===== src/greedy_word_wrap_chunker_unit_defines.svh =====
// ----------------------------------------------------------------------------
// Assertion macros for the word wrap chunker
// Each macro checks a property on the rising edge of clk_i. Defining
// ASSERT_OFF turns every check into empty text.
// ----------------------------------------------------------------------------
`ifndef GREEDY_WORD_WRAP_CHUNKER_UNIT_DEFINES_SVH
`define GREEDY_WORD_WRAP_CHUNKER_UNIT_DEFINES_SVH

`ifndef ASSERT_OFF
// The check is suspended while rst_ni is low.
`define GWWC_ASSERT(lbl, prop, msg) \
  lbl: assert property (@(posedge clk_i) disable iff (!rst_ni) prop) else $error(msg);
// The check also runs while reset is applied.
`define GWWC_ASSERT_ALWAYS(lbl, prop, msg) \
  lbl: assert property (@(posedge clk_i) prop) else $error(msg);
`else
`define GWWC_ASSERT(lbl, prop, msg)
`define GWWC_ASSERT_ALWAYS(lbl, prop, msg)
`endif

`endif


===== src/gwwc_pkg.sv =====
// ----------------------------------------------------------------------------
// gwwc_pkg
// Shared constants and types of the word wrap chunker.
// ----------------------------------------------------------------------------
package gwwc_pkg;

  // Largest chunk width the buffers are sized for.
  localparam int unsigned MAX_WIDTH_DEF = 32;

  // Configuration port.
  localparam int unsigned CFG_IDX_W  = 2;
  localparam int unsigned CFG_DATA_W = 8;
  localparam int unsigned LINE_W     = 6;
  localparam int unsigned MAXC_W     = 8;

  localparam logic [CFG_IDX_W-1:0] CFG_LINE_WIDTH = 2'd0;
  localparam logic [CFG_IDX_W-1:0] CFG_MAX_CHUNKS = 2'd1;

  localparam logic [LINE_W-1:0] LINE_WIDTH_RST = 6'd16;
  localparam logic [MAXC_W-1:0] MAX_CHUNKS_RST = 8'd128;

  // Characters that separate words.
  localparam logic [7:0] CH_SPACE = 8'h20;
  localparam logic [7:0] CH_TAB   = 8'h09;
  localparam logic [7:0] CH_LF    = 8'h0A;
  localparam logic [7:0] CH_CR    = 8'h0D;

  typedef struct packed {
    logic [LINE_W-1:0] line_width;
    logic [MAXC_W-1:0] max_chunks;
  } cfg_regs_t;

  function automatic logic is_space(input logic [7:0] ch);
    return (ch == CH_SPACE) || (ch == CH_TAB) || (ch == CH_LF) || (ch == CH_CR);
  endfunction

endpackage


===== src/gwwc_in_if.sv =====
// ----------------------------------------------------------------------------
// gwwc_in_if
// Byte channel into the chunker: one message byte per transfer.
// ----------------------------------------------------------------------------
interface gwwc_in_if;
  logic       valid;
  logic       ready;
  logic [7:0] in_char;
  logic       in_last;

  modport source (output valid, output in_char, output in_last, input ready);
  modport sink   (input valid, input in_char, input in_last, output ready);
endinterface


===== src/gwwc_out_if.sv =====
// ----------------------------------------------------------------------------
// gwwc_out_if
// Result channel of the chunker: one chunk character or marker per transfer.
// ----------------------------------------------------------------------------
interface gwwc_out_if;
  logic       valid;
  logic       ready;
  logic [7:0] out_char;
  logic       no_char;
  logic [7:0] chunk_index;
  logic       end_of_chunk;
  logic       end_of_message;

  modport source (
    output valid, output out_char, output no_char, output chunk_index,
    output end_of_chunk, output end_of_message, input ready
  );
  modport sink (
    input valid, input out_char, input no_char, input chunk_index,
    input end_of_chunk, input end_of_message, output ready
  );
endinterface


===== src/gwwc_ram.sv =====
// ----------------------------------------------------------------------------
// gwwc_ram
// Generic single-port-write, single-port-read RAM with registered read data.
// ----------------------------------------------------------------------------
module gwwc_ram #(
  parameter int unsigned WIDTH = 8,
  parameter int unsigned DEPTH = 32,
  localparam int unsigned AW   = (DEPTH > 1) ? $clog2(DEPTH) : 1
) (
  input  logic             clk_i,
  input  logic             we_i,
  input  logic [AW-1:0]    waddr_i,
  input  logic [WIDTH-1:0] wdata_i,
  input  logic             re_i,
  input  logic [AW-1:0]    raddr_i,
  output logic [WIDTH-1:0] rdata_o
);

  logic [WIDTH-1:0] mem_q [DEPTH];
  logic [WIDTH-1:0] rdata_q;

  always_ff @(posedge clk_i) begin
    if (we_i) begin
      mem_q[waddr_i] <= wdata_i;
    end
    if (re_i) begin
      rdata_q <= mem_q[raddr_i];
    end
  end

  assign rdata_o = rdata_q;

endmodule


===== src/gwwc_cfg.sv =====
// ----------------------------------------------------------------------------
// gwwc_cfg
// Configuration registers: chunk width and chunk limit per message.
// ----------------------------------------------------------------------------
module gwwc_cfg (
  input  logic                                clk_i,
  input  logic                                rst_ni,
  input  logic                                we_i,
  input  logic [gwwc_pkg::CFG_IDX_W-1:0]      idx_i,
  input  logic [gwwc_pkg::CFG_DATA_W-1:0]     wdata_i,
  input  logic                                saw_text_i,
  output gwwc_pkg::cfg_regs_t                 regs_o
);

  gwwc_pkg::cfg_regs_t regs_q;

  // The width is frozen once a message has started to carry text.
  always_ff @(posedge clk_i or negedge rst_ni) begin
    if (!rst_ni) begin
      regs_q.line_width <= gwwc_pkg::LINE_WIDTH_RST;
      regs_q.max_chunks <= gwwc_pkg::MAX_CHUNKS_RST;
    end else if (we_i) begin
      unique case (idx_i)
        gwwc_pkg::CFG_LINE_WIDTH: begin
          if (!saw_text_i) begin
            regs_q.line_width <= wdata_i[gwwc_pkg::LINE_W-1:0];
          end
        end
        gwwc_pkg::CFG_MAX_CHUNKS: begin
          regs_q.max_chunks <= wdata_i[gwwc_pkg::MAXC_W-1:0];
        end
        default: begin
        end
      endcase
    end
  end

  assign regs_o = regs_q;

endmodule


===== src/gwwc_core.sv =====
// ----------------------------------------------------------------------------
// gwwc_core
// Word and chunk buffers in two RAMs, with the sequencer that fills, copies
// and drains them, and the output register.
// ----------------------------------------------------------------------------
`include "greedy_word_wrap_chunker_unit_defines.svh"

module gwwc_core #(
  parameter int unsigned MAX_WIDTH = gwwc_pkg::MAX_WIDTH_DEF
) (
  input  logic                clk_i,
  input  logic                rst_ni,
  input  gwwc_pkg::cfg_regs_t cfg_i,
  output logic                saw_text_o,
  gwwc_in_if.sink             in_i,
  gwwc_out_if.source          out_o
);

  localparam int unsigned LEN_W = $clog2(MAX_WIDTH + 2);
  localparam int unsigned CAW   = (MAX_WIDTH > 1) ? $clog2(MAX_WIDTH) : 1;
  localparam int unsigned WAW   = $clog2(MAX_WIDTH + 1);
  localparam int unsigned SUM_W = LEN_W + 2;

  typedef struct packed {
    logic [7:0] out_char;
    logic       no_char;
    logic [7:0] chunk_index;
    logic       end_of_chunk;
    logic       end_of_message;
  } out_item_t;

  typedef enum logic [3:0] {
    S_IDLE,
    S_CHUNK_RD,
    S_CHUNK_WR,
    S_PIECE_RD,
    S_PIECE_WR,
    S_MOVE_RD,
    S_MOVE_WR,
    S_COMMIT,
    S_COPY_RD,
    S_COPY_WR,
    S_FINAL
  } state_e;

  state_e           state_q, state_d;
  logic [LEN_W-1:0] idx_q, idx_d;
  logic [LEN_W-1:0] cl_q, cl_d;
  logic [LEN_W-1:0] wl_q, wl_d;
  logic [7:0]       emitted_q, emitted_d;
  logic             saw_q, saw_d;
  logic             last_q, last_d;
  logic             commit_q, commit_d;
  logic             produced_q, produced_d;
  logic             final_q, final_d;
  logic             out_valid_q, out_valid_d;
  out_item_t        out_item_q, out_item_d;

  logic             c_we, c_re;
  logic [CAW-1:0]   c_waddr, c_raddr;
  logic [7:0]       c_wdata, c_rdata;
  logic             w_we, w_re;
  logic [WAW-1:0]   w_waddr, w_raddr;
  logic [7:0]       w_wdata, w_rdata;

  logic [6:0]       lw_ext;
  logic [LEN_W-1:0] w_eff;
  logic             em_lt_max, em_last;
  logic             out_free, out_load, in_ready, clear_msg;
  logic             ws, append, flush_cond, piece_cond, eoc;
  logic [LEN_W-1:0] idx_inc, wl_new, mv_src, mv_len;
  state_e           st_after_main, st_after_commit;
  out_item_t        item_new;

  gwwc_ram #(.WIDTH(8), .DEPTH(MAX_WIDTH)) u_chunk_ram (
    .clk_i   (clk_i),
    .we_i    (c_we),
    .waddr_i (c_waddr),
    .wdata_i (c_wdata),
    .re_i    (c_re),
    .raddr_i (c_raddr),
    .rdata_o (c_rdata)
  );

  gwwc_ram #(.WIDTH(8), .DEPTH(MAX_WIDTH + 1)) u_word_ram (
    .clk_i   (clk_i),
    .we_i    (w_we),
    .waddr_i (w_waddr),
    .wdata_i (w_wdata),
    .re_i    (w_re),
    .raddr_i (w_raddr),
    .rdata_o (w_rdata)
  );

  // Width in use: zero acts as one, large values saturate at MAX_WIDTH.
  assign lw_ext = {1'b0, cfg_i.line_width};
  always_comb begin
    if (cfg_i.line_width == '0) begin
      w_eff = LEN_W'(1);
    end else if (lw_ext > 7'(MAX_WIDTH)) begin
      w_eff = LEN_W'(MAX_WIDTH);
    end else begin
      w_eff = LEN_W'(lw_ext);
    end
  end

  assign em_lt_max = emitted_q < cfg_i.max_chunks;
  // True when the chunk now going out reaches the limit.
  assign em_last   = ({1'b0, emitted_q} + 9'd1) >= {1'b0, cfg_i.max_chunks};
  assign out_free  = !out_valid_q || out_o.ready;

  assign ws         = gwwc_pkg::is_space(in_i.in_char);
  assign append     = wl_q <= LEN_W'(MAX_WIDTH);
  assign wl_new     = append ? LEN_W'(wl_q + 1'b1) : wl_q;
  assign flush_cond = (cl_q != '0) &&
                      ((SUM_W'(cl_q) + SUM_W'(wl_new) + SUM_W'(1)) > SUM_W'(w_eff));
  assign piece_cond = (cl_q == '0) && (wl_new > w_eff);

  assign idx_inc = LEN_W'(idx_q + 1'b1);
  assign eoc     = idx_inc == w_eff;
  assign mv_src  = LEN_W'(w_eff + idx_q);
  assign mv_len  = LEN_W'(wl_q - w_eff);

  assign st_after_commit = last_q ? S_FINAL : S_IDLE;
  assign st_after_main   = commit_q ? S_COMMIT : st_after_commit;

  // Reads and writes alternate in RD/WR state pairs, so a read never meets a
  // write to the same entry in flight.
  always_comb begin
    state_d    = state_q;
    idx_d      = idx_q;
    cl_d       = cl_q;
    wl_d       = wl_q;
    emitted_d  = emitted_q;
    saw_d      = saw_q;
    last_d     = last_q;
    commit_d   = commit_q;
    produced_d = produced_q;
    final_d    = final_q;
    clear_msg  = 1'b0;
    out_load   = 1'b0;
    item_new   = '0;
    in_ready   = 1'b0;
    c_we       = 1'b0;
    c_waddr    = cl_q[CAW-1:0];
    c_wdata    = gwwc_pkg::CH_SPACE;
    c_re       = 1'b0;
    c_raddr    = idx_q[CAW-1:0];
    w_we       = 1'b0;
    w_waddr    = idx_q[WAW-1:0];
    w_wdata    = in_i.in_char;
    w_re       = 1'b0;
    w_raddr    = idx_q[WAW-1:0];

    unique case (state_q)
      S_IDLE: begin
        in_ready = 1'b1;
        if (in_i.valid) begin
          last_d     = in_i.in_last;
          commit_d   = 1'b0;
          produced_d = 1'b0;
          final_d    = 1'b0;
          idx_d      = '0;
          if (!ws) begin
            saw_d = 1'b1;
          end
          if (em_lt_max && !ws) begin
            if (append) begin
              w_we    = 1'b1;
              w_waddr = wl_q[WAW-1:0];
            end
            wl_d     = wl_new;
            commit_d = in_i.in_last;
            if (flush_cond) begin
              state_d = S_CHUNK_RD;
            end else if (piece_cond) begin
              state_d = S_PIECE_RD;
            end else if (in_i.in_last) begin
              state_d = S_COMMIT;
            end
          end else if (em_lt_max) begin
            state_d = S_COMMIT;
          end else if (in_i.in_last) begin
            state_d = S_FINAL;
          end
        end
      end

      S_CHUNK_RD: begin
        if (out_free) begin
          c_re    = 1'b1;
          state_d = S_CHUNK_WR;
        end
      end

      S_CHUNK_WR: begin
        out_load                = 1'b1;
        item_new.out_char       = (idx_q < cl_q) ? c_rdata : gwwc_pkg::CH_SPACE;
        item_new.chunk_index    = emitted_q;
        item_new.end_of_chunk   = eoc;
        item_new.end_of_message = eoc && (final_q || (last_q && em_last));
        if (eoc) begin
          emitted_d  = emitted_q + 8'd1;
          cl_d       = '0;
          produced_d = 1'b1;
          idx_d      = '0;
          if (final_q) begin
            clear_msg = 1'b1;
            state_d   = S_IDLE;
          end else begin
            state_d = st_after_main;
          end
        end else begin
          idx_d   = idx_inc;
          state_d = S_CHUNK_RD;
        end
      end

      S_PIECE_RD: begin
        if (out_free) begin
          w_re    = 1'b1;
          state_d = S_PIECE_WR;
        end
      end

      S_PIECE_WR: begin
        out_load                = 1'b1;
        item_new.out_char       = w_rdata;
        item_new.chunk_index    = emitted_q;
        item_new.end_of_chunk   = eoc;
        item_new.end_of_message = eoc && last_q && em_last;
        if (eoc) begin
          emitted_d  = emitted_q + 8'd1;
          produced_d = 1'b1;
          idx_d      = '0;
          state_d    = S_MOVE_RD;
        end else begin
          idx_d   = idx_inc;
          state_d = S_PIECE_RD;
        end
      end

      // Shift the rest of an over-long word down to the front of the buffer.
      S_MOVE_RD: begin
        w_re    = 1'b1;
        w_raddr = mv_src[WAW-1:0];
        state_d = S_MOVE_WR;
      end

      S_MOVE_WR: begin
        w_we    = 1'b1;
        w_wdata = w_rdata;
        if (idx_inc == mv_len) begin
          wl_d    = mv_len;
          idx_d   = '0;
          state_d = st_after_main;
        end else begin
          idx_d   = idx_inc;
          state_d = S_MOVE_RD;
        end
      end

      S_COMMIT: begin
        idx_d = '0;
        if (wl_q == '0) begin
          state_d = st_after_commit;
        end else begin
          if ((cl_q != '0) && (cl_q < LEN_W'(MAX_WIDTH))) begin
            c_we = 1'b1;
            cl_d = LEN_W'(cl_q + 1'b1);
          end
          state_d = S_COPY_RD;
        end
      end

      S_COPY_RD: begin
        w_re    = 1'b1;
        state_d = S_COPY_WR;
      end

      S_COPY_WR: begin
        if (cl_q < LEN_W'(MAX_WIDTH)) begin
          c_we    = 1'b1;
          c_wdata = w_rdata;
          cl_d    = LEN_W'(cl_q + 1'b1);
        end
        if (idx_inc == wl_q) begin
          wl_d    = '0;
          idx_d   = '0;
          state_d = st_after_commit;
        end else begin
          idx_d   = idx_inc;
          state_d = S_COPY_RD;
        end
      end

      S_FINAL: begin
        if (!saw_q) begin
          // A message of whitespace alone still gives one empty chunk.
          if (out_free) begin
            out_load                = 1'b1;
            item_new.no_char        = 1'b1;
            item_new.end_of_chunk   = 1'b1;
            item_new.end_of_message = 1'b1;
            clear_msg               = 1'b1;
            state_d                 = S_IDLE;
          end
        end else if ((cl_q != '0) && em_lt_max) begin
          final_d = 1'b1;
          idx_d   = '0;
          state_d = S_CHUNK_RD;
        end else if (!produced_q) begin
          // Nothing came out for the final byte: send a bare end marker.
          if (out_free) begin
            out_load                = 1'b1;
            item_new.no_char        = 1'b1;
            item_new.end_of_message = 1'b1;
            clear_msg               = 1'b1;
            state_d                 = S_IDLE;
          end
        end else begin
          clear_msg = 1'b1;
          state_d   = S_IDLE;
        end
      end

      default: begin
        state_d = S_IDLE;
      end
    endcase

    if (clear_msg) begin
      cl_d      = '0;
      wl_d      = '0;
      emitted_d = '0;
      saw_d     = 1'b0;
    end
  end

  assign out_valid_d = out_load || (out_valid_q && !out_o.ready);
  assign out_item_d  = out_load ? item_new : out_item_q;

  always_ff @(posedge clk_i or negedge rst_ni) begin
    if (!rst_ni) begin
      state_q     <= S_IDLE;
      idx_q       <= '0;
      cl_q        <= '0;
      wl_q        <= '0;
      emitted_q   <= '0;
      saw_q       <= 1'b0;
      last_q      <= 1'b0;
      commit_q    <= 1'b0;
      produced_q  <= 1'b0;
      final_q     <= 1'b0;
      out_valid_q <= 1'b0;
      out_item_q  <= '0;
    end else begin
      state_q     <= state_d;
      idx_q       <= idx_d;
      cl_q        <= cl_d;
      wl_q        <= wl_d;
      emitted_q   <= emitted_d;
      saw_q       <= saw_d;
      last_q      <= last_d;
      commit_q    <= commit_d;
      produced_q  <= produced_d;
      final_q     <= final_d;
      out_valid_q <= out_valid_d;
      out_item_q  <= out_item_d;
    end
  end

  assign in_i.ready           = in_ready;
  assign saw_text_o           = saw_q;
  assign out_o.valid          = out_valid_q;
  assign out_o.out_char       = out_item_q.out_char;
  assign out_o.no_char        = out_item_q.no_char;
  assign out_o.chunk_index    = out_item_q.chunk_index;
  assign out_o.end_of_chunk   = out_item_q.end_of_chunk;
  assign out_o.end_of_message = out_item_q.end_of_message;

  `GWWC_ASSERT(a_load_slot_free, out_load |-> out_free, "output register overwritten")
  `GWWC_ASSERT(a_chunk_fits, cl_q <= w_eff, "chunk longer than the width in use")
  `GWWC_ASSERT(a_piece_long, (state_q == S_PIECE_RD) |-> (wl_q > w_eff), "piece of a short word")
  `GWWC_ASSERT_ALWAYS(a_reset_idle, !rst_ni |-> (state_q == S_IDLE && !out_valid_q), "not idle in reset")

endmodule


===== src/greedy_word_wrap_chunker_unit.sv =====
// ----------------------------------------------------------------------------
// greedy_word_wrap_chunker_unit
// Packs a byte stream of words into fixed-width, space-padded chunks and
// streams the chunks out one character per transfer. A byte that only extends
// the current word is taken straight from the idle state. A separator commits
// the finished word, copied character by character from the word RAM into the
// chunk RAM. Each character of an emitted chunk is read from a buffer RAM with
// registered read data before it enters the output register, and a word cut at
// the width has its remainder moved down in the word RAM. The output register
// lets the next byte in while the final result of a message still waits.
// No clearing pass follows reset. The width register is ignored while a
// message with text is in progress; the chunk limit takes effect at once.
// ----------------------------------------------------------------------------
module greedy_word_wrap_chunker_unit #(
  parameter int unsigned MAX_WIDTH = gwwc_pkg::MAX_WIDTH_DEF
) (
  input  logic                            clk_i,
  input  logic                            rst_ni,
  gwwc_in_if.sink                         in_i,
  gwwc_out_if.source                      out_o,
  input  logic                            cfg_we_i,
  input  logic [gwwc_pkg::CFG_IDX_W-1:0]  cfg_idx_i,
  input  logic [gwwc_pkg::CFG_DATA_W-1:0] cfg_wdata_i
);

  gwwc_pkg::cfg_regs_t cfg_regs;
  logic                saw_text;

  gwwc_cfg u_cfg (
    .clk_i      (clk_i),
    .rst_ni     (rst_ni),
    .we_i       (cfg_we_i),
    .idx_i      (cfg_idx_i),
    .wdata_i    (cfg_wdata_i),
    .saw_text_i (saw_text),
    .regs_o     (cfg_regs)
  );

  gwwc_core #(.MAX_WIDTH(MAX_WIDTH)) u_core (
    .clk_i      (clk_i),
    .rst_ni     (rst_ni),
    .cfg_i      (cfg_regs),
    .saw_text_o (saw_text),
    .in_i       (in_i),
    .out_o      (out_o)
  );

endmodule


===== src/flat_wrapper.sv =====
// flat-port wrapper written by rule: the top's interface ports become plain ports
module greedy_word_wrap_chunker_unit_flat 
#(
  parameter int unsigned MAX_WIDTH = gwwc_pkg::MAX_WIDTH_DEF
)
  (clk_i, rst_ni, cfg_we_i, cfg_idx_i, cfg_wdata_i, in_i_valid, in_i_in_char, in_i_in_last, in_i_ready, out_o_valid, out_o_out_char, out_o_no_char, out_o_chunk_index, out_o_end_of_chunk, out_o_end_of_message, out_o_ready);
  gwwc_in_if in_i_i ();
  gwwc_out_if out_o_i ();
  input  logic clk_i;
  input  logic rst_ni;
  input  logic cfg_we_i;
  input  logic [gwwc_pkg::CFG_IDX_W-1:0] cfg_idx_i;
  input  logic [gwwc_pkg::CFG_DATA_W-1:0] cfg_wdata_i;
  input wire logic [$bits(in_i_i.valid)-1:0] in_i_valid;
  input wire logic [$bits(in_i_i.in_char)-1:0] in_i_in_char;
  input wire logic [$bits(in_i_i.in_last)-1:0] in_i_in_last;
  output wire logic [$bits(in_i_i.ready)-1:0] in_i_ready;
  output wire logic [$bits(out_o_i.valid)-1:0] out_o_valid;
  output wire logic [$bits(out_o_i.out_char)-1:0] out_o_out_char;
  output wire logic [$bits(out_o_i.no_char)-1:0] out_o_no_char;
  output wire logic [$bits(out_o_i.chunk_index)-1:0] out_o_chunk_index;
  output wire logic [$bits(out_o_i.end_of_chunk)-1:0] out_o_end_of_chunk;
  output wire logic [$bits(out_o_i.end_of_message)-1:0] out_o_end_of_message;
  input wire logic [$bits(out_o_i.ready)-1:0] out_o_ready;
  assign in_i_i.valid = in_i_valid;
  assign in_i_i.in_char = in_i_in_char;
  assign in_i_i.in_last = in_i_in_last;
  assign in_i_ready = in_i_i.ready;
  assign out_o_valid = out_o_i.valid;
  assign out_o_out_char = out_o_i.out_char;
  assign out_o_no_char = out_o_i.no_char;
  assign out_o_chunk_index = out_o_i.chunk_index;
  assign out_o_end_of_chunk = out_o_i.end_of_chunk;
  assign out_o_end_of_message = out_o_i.end_of_message;
  assign out_o_i.ready = out_o_ready;
  greedy_word_wrap_chunker_unit #(.MAX_WIDTH(MAX_WIDTH)) u_core (.clk_i(clk_i), .rst_ni(rst_ni), .in_i(in_i_i), .out_o(out_o_i), .cfg_we_i(cfg_we_i), .cfg_idx_i(cfg_idx_i), .cfg_wdata_i(cfg_wdata_i));
endmodule

===== config.mk =====
export PLATFORM = sky130hd
export DESIGN_NAME = greedy_word_wrap_chunker_unit_flat
export DESIGN_NICKNAME = d
export VERILOG_FILES = /design/src/gwwc_pkg.sv /design/src/gwwc_in_if.sv /design/src/gwwc_out_if.sv /design/src/gwwc_ram.sv /design/src/gwwc_cfg.sv /design/src/gwwc_core.sv /design/src/greedy_word_wrap_chunker_unit.sv /design/src/flat_wrapper.sv
export VERILOG_INCLUDE_DIRS = /design/src /design/src/src
export SDC_FILE = /design/constraint.sdc
export NUM_CORES = 1
export LEC_CHECK = 0
export ABC_AREA = 0
export BUFFER_PORTS_ARGS = -buffer_cell sky130_fd_sc_hd__buf_2
export CORE_AREA = 2 2 224 226
export CTS_CLUSTER_SIZE = 24
export DETAILED_ROUTE_END_ITERATION = 7
export DIE_AREA = 0 0 226 228
export MAX_ROUTING_LAYER = met4
export PLACE_DENSITY = 0.73
export SYNTH_ARGS = -nofsm -noshare
export SYNTH_HDL_FRONTEND = slang
export SYNTH_SLANG_ARGS = --single-unit

===== constraint.sdc =====
create_clock -name clk_i -period 4.6 [get_ports clk_i]
set_input_delay 0.46 -clock clk_i [delete_from_list [all_inputs] [get_ports clk_i]]
set_output_delay 0.46 -clock clk_i [all_outputs]
set_load 0.1 [all_outputs]

==> out/metrics.yaml <==
die:
  core-area_mm2: 0.0493
  ioPinCount: 45
  die_h_um: 228
  die_w_um: 226
  start_util: 0.541
  die-area_mm2: 0.0515
  row_count: 82
setup_path:
  cpMostUsedCell: "ha_1"
  crit_path_cell_trace: "inv_1 -> ha_1 -> or4b_2 -> nand2_2 -> xnor2_1 -> ha_1 -> inv_1 -> fa_2 -> a21oi_1 -> o21ai_0 -> o21a_1 -> ha_1 -> a21oi_1 -> nand2_1 -> a211oi_1 -> o2bb2ai_1 -> or2_2 -> o21ai_2 -> or2_2 -> o21ai_0"
  rr_worst_depth: 20
  slowest_delay_ps: 620
  cp_max_fo: 4
  crit_required_ps: 5110
  critPathSlowestCell: "or4b_2"
  end_kind: "flop"
  path_class: "reg2reg"
  ff2ff_setup_slack_ps: 290
  worstReg2RegStart: "u_core.u_core.wl_q[0]"
  cp-start-kind: "flop"
  crit_arrival_ps: 4820
  crit_start: "u_core.u_core.wl_q[0]"
synth:
  async_flop_share: 0.114
  avgSynthCellArea_um2: 14.4
  synth_area_leaders: "edfxtp_1 (60%), mux4_2 (7.9%), dfrtp_1 (6.3%), nand2_1 (4.3%), ha_1 (2.7%)"
  syn_nets: 1936
  ys_warn_count: 0
  synthCells: 1852
  ys_seq_area_frac: 0.667
  synth_area_mm2: 0.0267
  synth_edf_count: 536
  yosysTopAreaCell: "edfxtp_1"
  yosysTopAreaCellShare: 0.603
  ys_seq_elements: 605
  ys_types: 80
  synth_top_flop_cell: "edfxtp_1"
sta:
  finalCriticalPeriod_ps: 4310
  tightest_slew_ps: 1310
  setup_tns_ps: 0
  layout_setup_ws_ps: 288
  finalMaxSlewViolations: 0
  hold_violations: 0
  fin_crit_sh: 0.937
  skew_ps: 38.4
  max_freq_ghz: 0.232
  slew_headroom: 0.127
  rsz0062_at_grt: "no"
  setup_viol: 0
layout:
  n_antenna_cell: 0
  drive_above_1_share: 0.181
  fin_util: 0.608
  design_area_mm2: 0.0300
  layout_commonest_cell: "edfxtp_1"
  layout.cells.most_common_list: "edfxtp_1 (536), nand2_1 (305), nor2_1 (112)"
  area_delta_synth_final_pct: 12.3
  layout.nets: 2035
worst_hold_path:
  min_from: "cfg_wdata_i[7]"
  hp-class: "in2reg"
  hold_depth: 2
global_routing:
  antenna_found_initial: 0
  grt_overflow_total: 0
  grt_pass1_wl_um: 98300
  track_usage: 0.261
  grt_max_degree: 70
  first_global_vias: 16100
clocking:
  cts_root_buf: "clkbuf_16"
  post_cts.repair.setup_buffers: 0
  clock-sinks: 605
  clock_path_buffers: 3
  cts_tree: "done"
  htreeDepth: 2
  cts_inserted_buffers: 59
  clk_pin_slew_ps: 60
  clkLatencyLatePin_ps: 660
placed_design:
  placed_area_mm2: 0.0280
  gp_congestion: 0.907
  place_ws_ps: 58.5
  hpwl_um: 41600
  numPortBuffers: 44
routing:
  routed_wl_um: 64000
  first_iter_violations: 1644
  drc_errors: 0
  firstDrtPassIters: 5
  drtAntennaViolNets: 0
  vias: 16400
  vias_per_cell: 6.13
  wl_per_cell_um: 24.0
status:
  status: "finished, final reports clean"
pwr:
  ir_drop_v: 0.000478
  leakagePower_nw: 10.7
  power.total_mw: 18.4
  p_per_area_mw_per_mm2: 612
flow_run:
  max_cap_viol_count: 0
## stage by stage
stage / hold slack [ps] / std cells
after floorplan: 164 / 1852
after global placement: 431 / 2561
after detailed placement: 435 / 2561
after CTS: 46.2 / 2671
after global routing: 58.1 / 2671
final: 71.0 / 2671
## Yosys cell counts (22+ instances only)
cell / n
nand3_1: 102
o21ai_0: 30
buf_2: 28
clkbuf_1: 41
a31oi_1: 32
edfxtp_1: 536
nor2_1: 112
and3_1: 36
ha_1: 57
xnor2_1: 28
inv_1: 32
mux2_2: 22
a21oi_1: 44
nand2_1: 306
mux4_2: 94
dfrtp_1: 67
## registers in the layout, indices dropped and copies added, names as in the netlist, 4 cells and up
name,cells
u_core.u_cfg.regs_o,14
u_core.u_core.cl_q,6
u_core.u_core.emitted_q,8
u_core.u_core.idx_q,6
u_core.u_core.out_o.chunk_index,8
u_core.u_core.out_o.out_char,8
u_core.u_core.state_q,4
u_core.u_core.u_chunk_ram.mem_q,256
u_core.u_core.u_chunk_ram.rdata_o,8
u_core.u_core.u_word_ram.mem_q,264
u_core.u_core.u_word_ram.rdata_o,8
u_core.u_core.wl_q,6
## where the power goes
group / internal, mW / switching [mW] / leakage, nW / total (mW)
combinational: 2.51 / 4.13 / 4.01 / 6.64
sequential: 6.49 / 0.395 / 5.79 / 6.88
clock: 2.76 / 2.08 / 0.927 / 4.85
total: 11.8 / 6.61 / 10.7 / 18.4
## routing by layer
metal,up-vias,wire length (um),GRT usage,part of all wire
met3,140,4500,0.0367,0.070
met1,8308,26400,0.365,0.41
met2,670,31200,0.405,0.49
li1,7265,-,-,-
met4,0,1870,0.0739,0.029
met5,-,0,-,0
## cell families after synthesis
logic type,Yosys count,synth area share
mux,124,0.0922
xor+xnor,48,0.0165
simple gates,644,0.108
compound gates,249,0.0656
fa+ha+maj,60,0.0290
buf+inv,122,0.0210
flops,605,0.667
## final timing paths
| check | to |
|---|---|
| max in group asynchronous | u_core.u_core.idx_q[0] |
| hold / removal | u_core.u_cfg.regs_o[7] |
| setup / recovery | u_core.u_core.state_q[0] |
| min in group asynchronous | u_core.u_core.out_o.out_char[0] |
| hold reg to reg | u_core.u_core.out_o.out_char[1] |
| setup reg to reg | u_core.u_core.state_q[0] |
## final cells by class
cell class	count	area, um^2
fillers	3560	19400
multi-input cells	1125	8380
well taps	672	841
repair buffers	127	861
flip-flops and latches	605	17800
clock inverters	39	445
inverters	33	124
clock buffers	70	1520
## repair_timing
action / 4_1_cts / 5_1_grt
hold buffers: 1 / 0
resized for setup: 0 / 11
hold endpoints to repair: 9 / 0
setup endpoints to repair: 0 / 4
## worst max-delay path, delay by kind of cell, from the launching register on
| family | cells | cell delay [ps] |
|---|---|---|
| AOI/OAI and AO/OA | 8 | 1170 |
| xor gates and xnor gates | 1 | 160 |
| buffers and inverters | 2 | 140 |
| adders and majority gates | 4 | 1030 |
| DFF | 1 | 380 |
| and+or+nand+nor | 5 | 1290 |
(Power assumes the default switching activity.)
